[config.mk]
export PLATFORM = sky130hd
export DESIGN_NAME = cgexp_ctrl
export DESIGN_NICKNAME = d
export VERILOG_FILES = /design/src/rtl/cgexp_pkg.sv /design/src/rtl/cgexp_ctrl.sv
export SDC_FILE = /design/constraint.sdc
export NUM_CORES = 1
export LEC_CHECK = 0
export BUFFER_PORTS_ARGS = -buffer_cell sky130_fd_sc_hd__buf_2
export CORE_AREA = 2 2 39 41
export DETAILED_ROUTE_END_ITERATION = 8
export DIE_AREA = 0 0 41 43
export PLACE_DENSITY = 0.8
export SYNTH_ARGS = -nofsm -noshare
export SYNTH_HDL_FRONTEND = slang
export SYNTH_SLANG_ARGS = --single-unit
[constraint.sdc]
create_clock -name clock -period 2.9 [get_ports clock]
set_clock_uncertainty 0.05 [all_clocks]
set_input_delay 0 -clock clock [delete_from_list [all_inputs] [get_ports clock]]
set_output_delay 0 -clock clock [all_outputs]
set_load 0.005 [all_outputs]
[src/rtl/cgexp_pkg.sv]
`default_nettype none

package cgexp_pkg;

   // Panel size in pixels
   localparam int PANEL_WIDTH  = 240;
   localparam int PANEL_HEIGHT = 320;

   // Widths of clipped sizes and of their product
   localparam int CW_W   = $clog2(PANEL_WIDTH + 1);
   localparam int CH_W   = $clog2(PANEL_HEIGHT + 1);
   localparam int PROD_W = CW_W + CH_W;

   // Glyph cell geometry
   localparam int GLYPH_COLS = 5;
   localparam int GLYPH_ROWS = 7;
   localparam int GLYPH_BITS = GLYPH_COLS * GLYPH_ROWS;

   // Action codes
   localparam logic ACT_FILL = 1'b0;
   localparam logic ACT_CHAR = 1'b1;

   typedef struct packed {
      logic        action;
      logic [15:0] x_pos;
      logic [15:0] y_pos;
      logic [15:0] rect_width;
      logic [15:0] rect_height;
      logic [15:0] fg_color;
      logic [15:0] bg_color;
      logic [7:0]  char_code;
      logic [7:0]  scale_factor;
   } req_type;

   typedef struct packed {
      logic [15:0] win_x_start;
      logic [15:0] win_y_start;
      logic [15:0] win_x_end;
      logic [15:0] win_y_end;
      logic [15:0] fill_color;
      logic [16:0] pixel_count;
      logic        last_rect;
   } rsp_type;

   // Controller to datapath commands
   typedef struct packed {
      logic load;
      logic emit_first;
      logic emit_dot;
      logic col_end;
      logic emit_flush;
   } ctl_cmd_type;

   // Datapath to controller status
   typedef struct packed {
      logic fill_action;
      logic flush_done;
   } ctl_status_type;

   // 5x7 font: column 0 in the low 7 bits, row 0 as each column's LSB.
   // Codes missing from the font draw the blank glyph.
   function automatic logic [GLYPH_BITS-1:0] glyph_bits(input logic [7:0] code);
      logic [39:0] cols;
      case (code)
         8'h30:   cols = 40'h3E_45_49_51_3E;
         8'h31:   cols = 40'h00_40_7F_42_00;
         8'h32:   cols = 40'h46_49_51_61_42;
         8'h33:   cols = 40'h31_4B_45_41_21;
         8'h34:   cols = 40'h10_7F_12_14_18;
         8'h35:   cols = 40'h39_45_45_45_27;
         8'h36:   cols = 40'h30_49_49_4A_3C;
         8'h37:   cols = 40'h03_05_09_71_01;
         8'h38:   cols = 40'h36_49_49_49_36;
         8'h39:   cols = 40'h1E_29_49_49_06;
         8'h41:   cols = 40'h7E_11_11_11_7E;
         8'h43:   cols = 40'h22_41_41_41_3E;
         8'h45:   cols = 40'h41_49_49_49_7F;
         8'h46:   cols = 40'h01_09_09_09_7F;
         8'h48:   cols = 40'h7F_08_08_08_7F;
         8'h49:   cols = 40'h00_41_7F_41_00;
         8'h4C:   cols = 40'h40_40_40_40_7F;
         8'h4D:   cols = 40'h7F_02_0C_02_7F;
         8'h4E:   cols = 40'h7F_10_08_04_7F;
         8'h4F:   cols = 40'h3E_41_41_41_3E;
         8'h50:   cols = 40'h06_09_09_09_7F;
         8'h52:   cols = 40'h46_29_19_09_7F;
         8'h53:   cols = 40'h31_49_49_49_46;
         8'h54:   cols = 40'h01_01_7F_01_01;
         8'h55:   cols = 40'h3F_40_40_40_3F;
         8'h3A:   cols = 40'h00_00_36_36_00;
         8'h2E:   cols = 40'h00_00_60_40_00;
         default: cols = 40'h00_00_00_00_00;
      endcase
      return {cols[38:32], cols[30:24], cols[22:16], cols[14:8], cols[6:0]};
   endfunction

endpackage

`default_nettype wire

[src/rtl/cgexp_ctrl.sv]
`default_nettype none

module cgexp_ctrl (
   input  wire logic                      clock,
   input  wire logic                      reset,
   input  wire logic                      start,
   output logic                           busy,
   input  wire cgexp_pkg::ctl_status_type status,
   output cgexp_pkg::ctl_cmd_type         cmd
);

   typedef enum logic [4:0] {
      S_IDLE  = 5'b00001,
      S_FIRST = 5'b00010,
      S_SCAN  = 5'b00100,
      S_FLUSH = 5'b01000,
      S_DRAIN = 5'b10000
   } ctl_state_type;

   ctl_state_type state_ff, state_in;
   logic [2:0]    row_ff, row_in;
   logic [2:0]    col_ff, col_in;
   logic          row_last;
   logic          col_last;

   assign busy     = (state_ff != S_IDLE);
   assign row_last = (row_ff == 3'(cgexp_pkg::GLYPH_ROWS - 1));
   assign col_last = (col_ff == 3'(cgexp_pkg::GLYPH_COLS - 1));

   // Next state, dot counters and datapath commands
   always_comb begin
      state_in       = state_ff;
      row_in         = row_ff;
      col_in         = col_ff;
      cmd            = '0;
      unique case (state_ff)
         S_IDLE: begin
            if (start) begin
               cmd.load = 1'b1;
               state_in = S_FIRST;
            end
         end
         S_FIRST: begin
            cmd.emit_first = 1'b1;
            row_in         = 3'd0;
            col_in         = 3'd0;
            if (status.fill_action) begin
               state_in = S_FLUSH;
            end else begin
               state_in = S_SCAN;
            end
         end
         S_SCAN: begin
            cmd.emit_dot = 1'b1;
            cmd.col_end  = row_last;
            if (row_last) begin
               row_in = 3'd0;
               if (col_last) begin
                  col_in   = 3'd0;
                  state_in = S_FLUSH;
               end else begin
                  col_in = col_ff + 3'd1;
               end
            end else begin
               row_in = row_ff + 3'd1;
            end
         end
         S_FLUSH: begin
            cmd.emit_flush = 1'b1;
            state_in       = S_DRAIN;
         end
         S_DRAIN: begin
            if (status.flush_done) begin
               state_in = S_IDLE;
            end
         end
         default: begin
            state_in = S_IDLE;
         end
      endcase
   end

   always_ff @(posedge clock) begin
      if (reset) begin
         state_ff <= S_IDLE;
         row_ff   <= 3'd0;
         col_ff   <= 3'd0;
      end else begin
         state_ff <= state_in;
         row_ff   <= row_in;
         col_ff   <= col_in;
      end
   end

`ifndef NO_ASSERTIONS
   a_accept_to_first: assert property (@(posedge clock) disable iff (reset)
      (start && !busy) |=> (state_ff == S_FIRST))
      else $error("accepted command did not enter first-record state");
   a_row_range: assert property (@(posedge clock) disable iff (reset)
      (row_ff <= 3'(cgexp_pkg::GLYPH_ROWS - 1)) && (col_ff <= 3'(cgexp_pkg::GLYPH_COLS - 1)))
      else $error("glyph dot counters out of range");
   a_flush_after_scan: assert property (@(posedge clock) disable iff (reset)
      (state_ff == S_SCAN && row_last && col_last) |=> (state_ff == S_FLUSH))
      else $error("scan end did not lead to flush");
`endif

endmodule

`default_nettype wire

Word-level counts from Yosys, hierarchy flattened
Index checks and enable logic that the tools add are counted.
{"block": "word_totals", "mem_bits_ro": 0, "reg_bits": 11, "memories": 0, "input_bits": 5, "latch_bits": 0, "mem_bits_rw": 0, "output_inout_bits": 6}
{"block": "op_classes", "shift": 0, "bitwise": 0, "reduce_logical": 3, "order_cmp": 0, "n_mul": 0, "eq_ne": 12, "n_mux": 16, "add_sub_neg": 2, "n_div": 0}
{"op": "case mux 5 bit (5 select lines)", "count": 1}
{"op": "two-way mux 5 bit", "count": 4}
{"op": "case mux 3 bit (2 select lines)", "count": 2}
{"op": "two-way mux 3 bit", "count": 3}
{"op": "!= test 2 bit (second input constant)", "count": 4}
{"op": "adder 3 x 1 -> 3 bit (second input constant)", "count": 2}
{"op": "equality test 3 bit (second input constant)", "count": 2}
{"op": "equality test 5 x 1 -> 1 bit (second input constant)", "count": 1}
{"op": "equality test 5 x 2 -> 1 bit (second input constant)", "count": 1}
{"op": "equality test 5 x 3 -> 1 bit (second input constant)", "count": 1}
{"op": "equality test 5 x 4 -> 1 bit (second input constant)", "count": 1}
{"op": "equality test 5 bit (second input constant)", "count": 1}
{"op": "!= test 5 x 1 -> 1 bit (second input constant)", "count": 1}
{"op": "two-way mux 1 bit", "count": 4}
{"op": "two-way mux 4 bit", "count": 1}
{"op": "AND reduction 4 bit", "count": 1}
{"op": "two-way mux 2 bit", "count": 1}
{"op": "AND reduction 2 bit", "count": 1}
{"op": "nonzero test 2 bit", "count": 1}

Logic depth before layout (Yosys ltp)
Gate-level depths: netlist of the first run.
{"block": "logic_depth", "word_depth": 4, "ltp_mapped": 5, "depth_no_buf": 5}

Worst setup path after synthesis of the first run
Ideal clock, no wire load.
{"block": "synth_path", "path_type": "register -> register", "from": "register state_ff[0]", "to": "register col_ff[2]", "required_ns": 2.718, "n_path_buf": 1, "arrival_ns": 1.484, "setup_time_ns": 0.132, "slack_ns": 1.234, "path_stages_with_launch": 6, "cell_sequence": "dfxtp_1 -> buf_6 -> or4b_4 -> nor4_4 -> a211o_1 -> a21oi_1"}
{"block": "synth_via", "elab_chain_len": 3, "word_cells_on_any_way": 6, "cone_classes": "eq/ne (3); mux (1); reduce/logical (2)"}
{"element": "start: declaration", "line_no": "cgexp_ctrl.sv:20", "text": "ctl_state_type state_ff, state_in;"}
{"element": "start signal: assignment", "line_no": "cgexp_ctrl.sv:89", "text": "state_ff <= state_in;"}
{"element": "equality test 5 x 3 -> 1 bit / equality test 5 x 2 -> 1 bit (equally long branches)", "line_no": "cgexp_ctrl.sv:36", "text": "unique case (state_ff)"}
{"element": "!= test 2 bit (no source line) / nonzero test 2 bit (equally long branches)"}
{"element": "AND reduction 2 bit (no source line)"}
{"element": "end signal: assignment", "line_no": "cgexp_ctrl.sv:91", "text": "col_ff <= col_in;"}
{"element": "end: declaration", "line_no": "cgexp_ctrl.sv:22", "text": "logic [2:0] col_ff, col_in;"}
Parallel ways exist; a longest one is shown, timed or not.
A chain may end at the register's enable or synchronous reset.

Worst setup path after layout of the first run
{"block": "layout_path", "from": "register state_ff[4]", "to": "register state_ff[4]"}
{"block": "layout_via", "elab_chain_len": 3, "word_cells_on_any_way": 11, "cone_classes": "eq/ne (9); mux (1); reduce/logical (1)"}
{"element": "equality test 5 x 3 -> 1 bit (tied with other cells)", "line_no": "cgexp_ctrl.sv:36"}
{"element": "!= test 2 bit (no source line)"}
{"element": "AND reduction 4 bit (no source line)"}
Parallel ways exist; a longest one is shown, timed or not.

==> parameters.txt, run 1 <==
Parameter                              Value

Finish
  Antenna diodes    0
  Synthesis-to-finish area growth    21.37%
  Filler cells    about 140
  Commonest cells after routing, fill and taps aside    11 x sky130_fd_sc_hd__dfxtp_1, 10 x sky130_fd_sc_hd__buf_2, 9 x sky130_fd_sc_hd__a21oi_1
  Net total in the final layout    103
  Most frequent standard cell in the layout excluding fill and tap cells    sky130_fd_sc_hd__dfxtp_1
  Share of cells above drive strength 1    about 20%

Yosys
  Syn Nets    85
  Synthesized instance count    slightly below 80
  Main area contributors after synthesis    sky130_fd_sc_hd__dfxtp_1 35%, sky130_fd_sc_hd__a21oi_1 7.1%, sky130_fd_sc_hd__ha_1 3.9%
  Average cell area after synthesis    between 8 and 9 um2
  Async set-reset flop share out of synthesis    0%
  Number of warnings issued by yosys    0
  Part of the Yosys area used for sequential elements    between 30% and 40%
  Seq cells post-synth    11
  Area share of the leading cell type in the synthesized netlist    34.51%
  Primary FF master, synth    sky130_fd_sc_hd__dfxtp_1
  Number of enable-type register cells in the synthesized netlist    0
  Cell area after technology mapping    638.1 um2
  Number of distinct library cells after synthesis    33
  Cell accounting for the most synthesized area    sky130_fd_sc_hd__dfxtp_1

Die
  Die X-Extent    41 um
  Number of placement rows    14
  I/O pin count    11
  Initial standard-cell utilization of the core    46.11%
  Full die area    between 0.0015 and 0.002 mm2
  Die Height    between 40 and 50 um
  Core ar.    about 0.0014 mm2

Routing
  Routed wire length    about 1300 um
  Avg WL per Cell    between 10 and 15 um
  Antenna-violating nets left    0
  Detailed Route Iter0 Violations    4
  Average via count per standard cell    around 5.5
  Via Count    between 600 and 700
  DRC viols    0
  Number of optimization iterations in the first detailed-route pass    4

GRT
  Maximum number of pins on one net before global-route repair    11
  First-pass GRT wire length    about 2200 um
  Overall global routing resource usage    approximately a fifth
  Via count of the first global-routing pass    between 500 and 600
  Initial antenna violation count    0
  Global-route congestion overflow total    0

Place
  Quantity of I/O buffers inserted on ports    10
  Estimated wirelength of the detail-placed design    between 900 and 1000 um
  Routability congestion estimate    0.7647

Setup path
  Family with the most delay on the worst path    buffers and inverters
  WS Path Type    register to register
  Worst setup path startpoint    state_ff[4]
  Arrival time at the worst endpoint    2060 ps
  Maximum fanout along the worst path    9
  Count of buffer and inverter cells on the critical path    1
  Data required time of the critical path    around 3100 ps
  Crit-path slowest cell    sky130_fd_sc_hd__dlygate4sd3_1
  RR Startpoint    state_ff[4]
  Endpoint class of the critical path    register
  Slowest cell delay on critical path    560 ps
  Startpoint Class    register
  Ordered cell list for the critical path    or3b_2 -> a211oi_1 -> dlygate4sd3_1

STA
  Max Slew Vio Count    0
  Post-route fraction of the period consumed by the critical path    approximately 65%
  Worst max-slew margin expressed relative to the limit    72.51%
  Hold Vio Cnt, Final    0
  Slew @ Worst Pin    407.2 ps
  Final worst hold slack    between 400 and 500 ps
  Unrepaired setup endpoints after global routing    no
  Setup_tns    0 ps
  Setup violators final    0
  Min cycle time layout    1889 ps
  Highest clock rate    ~530 MHz

Clocking
  Clock sink count    11
  Root Buffer Master    sky130_fd_sc_hd__clkbuf_4
  Maximum buffer depth of the clock tree    2
  CTS buffer count    3
  Post-CTS Setup Bufs    0
  Clock-pin transition on the worst setup and hold timing paths    approximately 70 ps
  CTS tree    built
  Clk Latency, worst-skew pair    between 200 and 300 ps
  Depth of the CTS H-tree    1

Pwr
  Power density cells    around 410 mW/mm2
  Peak supply drop    around 0.17 mV
  Static Leakage    ~0.29 nW

Min path
  Min-delay src    col_ff[0]
  Min-delay worst type    register to register

Outcome
  Outcome    finished clean

Job
  Count of max-cap constraint violations    0
==> synthesized netlist by cell type (2+ instances only) <==
master / n
sky130_fd_sc_hd__a21oi_1: 9
sky130_fd_sc_hd__dfxtp_1: 11
sky130_fd_sc_hd__ha_1: 2
sky130_fd_sc_hd__inv_1: 6
sky130_fd_sc_hd__nand2_1: 4
sky130_fd_sc_hd__nand2b_1: 3
sky130_fd_sc_hd__nand3_1: 4
sky130_fd_sc_hd__nor2_1: 6
sky130_fd_sc_hd__nor2b_1: 2
sky130_fd_sc_hd__nor3_1: 2
sky130_fd_sc_hd__nor4_1: 2
sky130_fd_sc_hd__o21ai_0: 4
sky130_fd_sc_hd__or2_2: 2
sky130_fd_sc_hd__or3_1: 2
==> final timing paths <==
path	end	cells after the start	slack [ps]
max	state_ff[4]	3	1010
min	col_ff[0]	2	440
max reg2reg	state_ff[4]	3	1010
min reg2reg	col_ff[0]	2	440
==> metal layers <==
layer  track usage, %  routed length [um]  up-vias
met3            6.806                  42        2
met1            22.80                 600      284
met5                0                   0        -
met4            12.00                  27        0
met2            26.88                 625       10
li1                 -                   -      317
==> through the flow <==
step	cell area, um2	setup slack [ps]	cells	power, W	util, %
after global placement	688.2	1209	101	0.0002032	49.73
after CTS	774.5	992.6	111	0.0003191	55.97
final	774.5	1011	111	0.0003144	55.97
after detailed placement	688.2	1167	101	0.0002045	49.73
after floorplan	638.1	1234	78	0.0001954	-
after global routing	774.5	934.3	111	0.0003310	55.97
==> registers in the layout, indices dropped and copies added (netlist names) <==
name,count
row_ff,3
col_ff,3
state_ff,5
==> logic make-up (layout without fill, tap and decap cells) <==
logic type,Yosys count,in the layout,synth area share (%)
buffers and inverters,9,26,6.665
and+or+nand+nor,33,33,31.57
adders and majority gates,2,2,3.921
AOI/OAI and AO/OA,22,22,21.96
DFF,11,11,34.51
xor gates and xnor gates,1,1,1.373
==> power breakdown <==
group	switching, W	leakage, nW	total, W	internal (W)
registers	0.00000722	0.0891	0.000162	0.000155
logic	0.0000221	0.186	0.0000448	0.0000227
clock network	0.0000542	0.0150	0.000108	0.0000534
==> repair_timing <==
action / in CTS / in global routing
resized for setup: 0 / 0
hold buffers: 6 / 0
endpoints found under the hold margin: 8 / 0
==> cell type report <==
cell class / instances / area (um2) / share of cell area (%)
multi-input cells: 58 / 375.4 / 48.47
well taps: 16 / 20.02 / 2.585
clock buffers: 4 / 26.28 / 3.393
flip-flops and latches: 11 / 220.2 / 28.43
repair buffers: 16 / 110.1 / 14.22
inverters: 6 / 22.52 / 2.908
==> worst register-to-register path, cell delays in order, from the launching register on <==
cell                            delay [ps]
sky130_fd_sc_hd__dfxtp_1               520
sky130_fd_sc_hd__or3b_2                490
sky130_fd_sc_hd__a211oi_1              220
sky130_fd_sc_hd__dlygate4sd3_1         560
Note: power is estimated with default switching activity, not from simulation.
==> run 2: changes to the inputs <==
- ABC_AREA: not set -> 1
- PLACE_DENSITY: 0.8 -> 0.82
- clock period: 2.9 -> 1.9 ns (I/O delays scaled with it)
==> run 2 against run 1 <==
  * Core utilization rose by 2.7 points
  * Clock-buffer cell count stayed put
  * Cell count increased by 19%
  * Global-route usage is 0.40 points higher
  * Worst hold slack improved by 26 ps
  * Combinational power rose by 58%
==> parameters.txt, run 2 <==
Parameter                              Value

Setup path
  Family with the most delay on the worst path    buffers and inverters
  Crit-path slowest cell    sky130_fd_sc_hd__dlygate4sd3_1
  Worst reg2reg setup slack    120 ps (-890 ps)
  WS Path Type    register to register
  Slowest cell delay on critical path    560 ps (about the same)
  Worst reg2reg path endpoint    state_ff[2]
  Arrival time at the worst endpoint    1940 ps (-120 ps)
  RR Startpoint    state_ff[0]
  Count of buffer and inverter cells on the critical path    1 (unchanged)
  Endpoint class of the critical path    register
  Ordered cell list for the critical path    nor2_2 -> nand2_2 -> nor2_4 -> o21ai_2 -> a21oi_2 -> dlygate4sd3_1
  Path depth of the worst reg2reg path    6 (+3)
  Startpoint Class    register
  Maximum fanout along the worst path    5 (-4)
  Data required time of the critical path    2060 ps (-1010 ps)

Min path
  Min-delay src    col_ff[1]
  Min-delay worst type    register to register
  Depth of the worst hold-timing path    2 (unchanged)
  Hold endpoint    col_ff[1]

Finish
  Max FFs per register    5 (unchanged)
  Share of cells above drive strength 1    24.14% (+4.1 points)
  Net total in the final layout    124 (+20%)
  Most frequent standard cell in the layout excluding fill and tap cells    sky130_fd_sc_hd__nand2_1
  Commonest cells after routing, fill and taps aside    18 x sky130_fd_sc_hd__nand2_1, 17 x sky130_fd_sc_hd__inv_1, 13 x sky130_fd_sc_hd__nand3_1
  Register bank with the most flops    state_ff
  Area occupied by multi-input gates    370.4 um2 (-1.3%)
  Design Area, Final    812.0 um2 (+4.8%)
  Antenna diodes    0 (unchanged)
  Filler cells    131 (-3.0%)
  Sequential cell area    220.2 um2 (unchanged)
  Largest registers in the final layout    state_ff x5, col_ff x3, row_ff x3
  Synthesis-to-finish area growth    21.31% (about the same)

Yosys
  Most used standard cells in the synthesized netlist    18 x sky130_fd_sc_hd__nand2_1, 17 x sky130_fd_sc_hd__inv_1, 13 x sky130_fd_sc_hd__nand3_1, 11 x sky130_fd_sc_hd__dfxtp_1, 7 x sky130_fd_sc_hd__nor2_1
  Primary FF master, synth    sky130_fd_sc_hd__dfxtp_1
  Syn Nets    105 (+24%)
  Top-count cell post-synth    sky130_fd_sc_hd__nand2_1
  Cell area after technology mapping    669.4 um2 (+4.9%)
  Part of the Yosys area used for sequential elements    32.90% (-1.6 points)
  Synthesized instance count    98 (+26%)
  Number of distinct library cells after synthesis    22 (-33%)
  Seq cells post-synth    11 (unchanged)
  Average cell area after synthesis    6.831 um2 (-17%)
  Cell accounting for the most synthesized area    sky130_fd_sc_hd__dfxtp_1
  Number of enable-type register cells in the synthesized netlist    0 (unchanged)
  Main area contributors after synthesis    sky130_fd_sc_hd__dfxtp_1 33%, sky130_fd_sc_hd__nand2_1 10%, sky130_fd_sc_hd__nand3_1 9.7%
  Area share of the leading cell type in the synthesized netlist    32.90% (-1.6 points)
  Async set-reset flop share out of synthesis    0% (unchanged)
  Number of warnings issued by yosys    0 (unchanged)

Routing
  Antenna-violating nets left    0 (unchanged)
  Avg WL per Cell    10.68 um (-8.4%)
  Detailed Route Iter0 Violations    27 (+23)
  Via Count    660 (+7.7%)
  Average via count per standard cell    5.000 (-9.5%)
  DRC viols    0 (unchanged)
  Routed wire length    1410 um (+8.9%)
  Number of optimization iterations in the first detailed-route pass    4 (unchanged)

STA
  Worst max-slew margin expressed relative to the limit    80.06% (+7.6 points)
  Unrepaired setup endpoints after global routing    no
  Hold Vio Cnt, Final    0 (unchanged)
  Setup violators final    0 (unchanged)
  Highest clock rate    561.3 MHz (+6.0%)
  Post-route fraction of the period consumed by the critical path    93.76% (+29 points)
  Max Slew Vio Count    0 (unchanged)
  Final worst hold slack    468.3 ps (+26.00 ps)
  Slew @ Worst Pin    298.8 ps (-108.4 ps)
  Setup_tns    0 ps (unchanged)
  Min cycle time layout    1782 ps (-107.7 ps)

Die
  Die Height    43 um (unchanged)
  Die X-Extent    41 um (unchanged)
  Initial standard-cell utilization of the core    48.37% (+2.3 points)
  I/O pin count    11 (unchanged)
  Full die area    0.001763 mm2 (unchanged)
  Number of placement rows    14 (unchanged)
  Core ar.    0.001384 mm2 (unchanged)

Pwr
  Power density cells    577.4 mW/mm2 (+42%)
  Static Leakage    0.3777 nW (+30%)
  Peak supply drop    0.3391 mV (+100%)

Clocking
  Clk Latency, worst-skew pair    260 ps (about the same)
  Maximum buffer depth of the clock tree    2 (unchanged)
  Clock-pin transition on the worst setup and hold timing paths    70 ps (about the same)
  CTS tree    built
  Root Buffer Master    sky130_fd_sc_hd__clkbuf_4
  Cts repair resizes    0 (unchanged)
  Depth of the CTS H-tree    1 (unchanged)
  CTS buffer count    3 (unchanged)
  Clock sink count    11 (unchanged)

GRT
  Initial antenna violation count    0 (unchanged)
  Global-route congestion overflow total    0 (unchanged)
  Via count of the first global-routing pass    614 (+22%)
  Maximum number of pins on one net before global-route repair    12 (+1)
  Overall global routing resource usage    19.25% (+0.40 points)
  First-pass GRT wire length    2380 um (+6.2%)

Job
  Count of max-cap constraint violations    0 (unchanged)

Place
  Routability congestion estimate    0.7107 (-7.1%)
  Estimated wirelength of the detail-placed design    1032 um (+5.3%)
  Instance area after placement    735.7 um2 (+6.9%)
  Quantity of I/O buffers inserted on ports    10 (unchanged)

Outcome
  Outcome    finished clean
[run 2: changes by cell type after synthesis, sizes merged, moves of 2 or more]
cell and change:
o21ai -2, nand3 +11, inv +13, nand2b -3, nand2 +16, buf -3
or3 -2, nor4 -3, nand4 +3, nor2b -2, nor2 +6
[run 2: timing repair]
| item | CTS | global route |
|---|---|---|
| endpoints found under the hold margin | 4 | 0 |
| buffers inserted | 0 | 0 |
| hold buffers | 5 | 0 |
| setup endpoints to repair | 0 | 0 |
[run 2: per-layer routing]
layer	wire, um	track usage [%]
met1	627	25.50
met2	724	29.69
met3	58	4.712
met4	0	6.000
met5	0	0
[run 2: worst min-delay path, stage by stage, from the launching register on]
cell and delay [ps]:
sky130_fd_sc_hd__dfxtp_1 330, sky130_fd_sc_hd__nand3_1 100, sky130_fd_sc_hd__a21oi_2 50
[run 2: cells by family (layout without fill, tap and decap cells)]
family / Yosys count / count (layout) / share of synthesized area, %
compound gates: 11 / 11 / 10.28
fa+ha+maj: 2 / 2 / 3.738
buf+inv: 21 / 39 / 11.77
flops: 11 / 11 / 32.90
simple gates: 53 / 53 / 41.31
[run 2: worst max-delay path by stage]
stage,from,end,slack (ps),depth (start not counted)
final,state_ff[0],state_ff[2],120,6
after global routing,state_ff[0],state_ff[2],10,6
after CTS,state_ff[0],state_ff[2],150,6
after detailed placement,state_ff[0],state_ff[3],630,6
after global placement,state_ff[0],state_ff[0],640,6
after floorplan,state_ff[0],state_ff[3],770,6
[run 2: final cells by class]
cell class,instances,share of cell area [%]
clock buffers,4,3.236
inverters,20,9.245
multi-input cells,66,45.61
flip-flops and latches,11,27.12
well taps,16,2.465
repair buffers,15,12.33
[run 2: power by group]
part	total, W	internal, W	switching [W]	leakage (nW)
combinational	0.0000710	0.0000287	0.0000423	0.274
clock	0.000156	0.0000811	0.0000752	0.0150
sequential	0.000242	0.000236	0.00000569	0.0891
[run 2: metrics by stage]
step | utilization, % | power, W | instances | worst slack, ps
2_1_floorplan | - | 0.0002906 | 98 | 768.2
3_5_place_dp | 53.16 | 0.0003110 | 123 | 626.6
5_1_grt | 58.68 | 0.0004974 | 132 | 14.66
6_report | 58.68 | 0.0004688 | 132 | 118.5
4_1_cts | 58.68 | 0.0004745 | 132 | 146.1
3_3_place_gp | 53.16 | 0.0003095 | 123 | 641.1
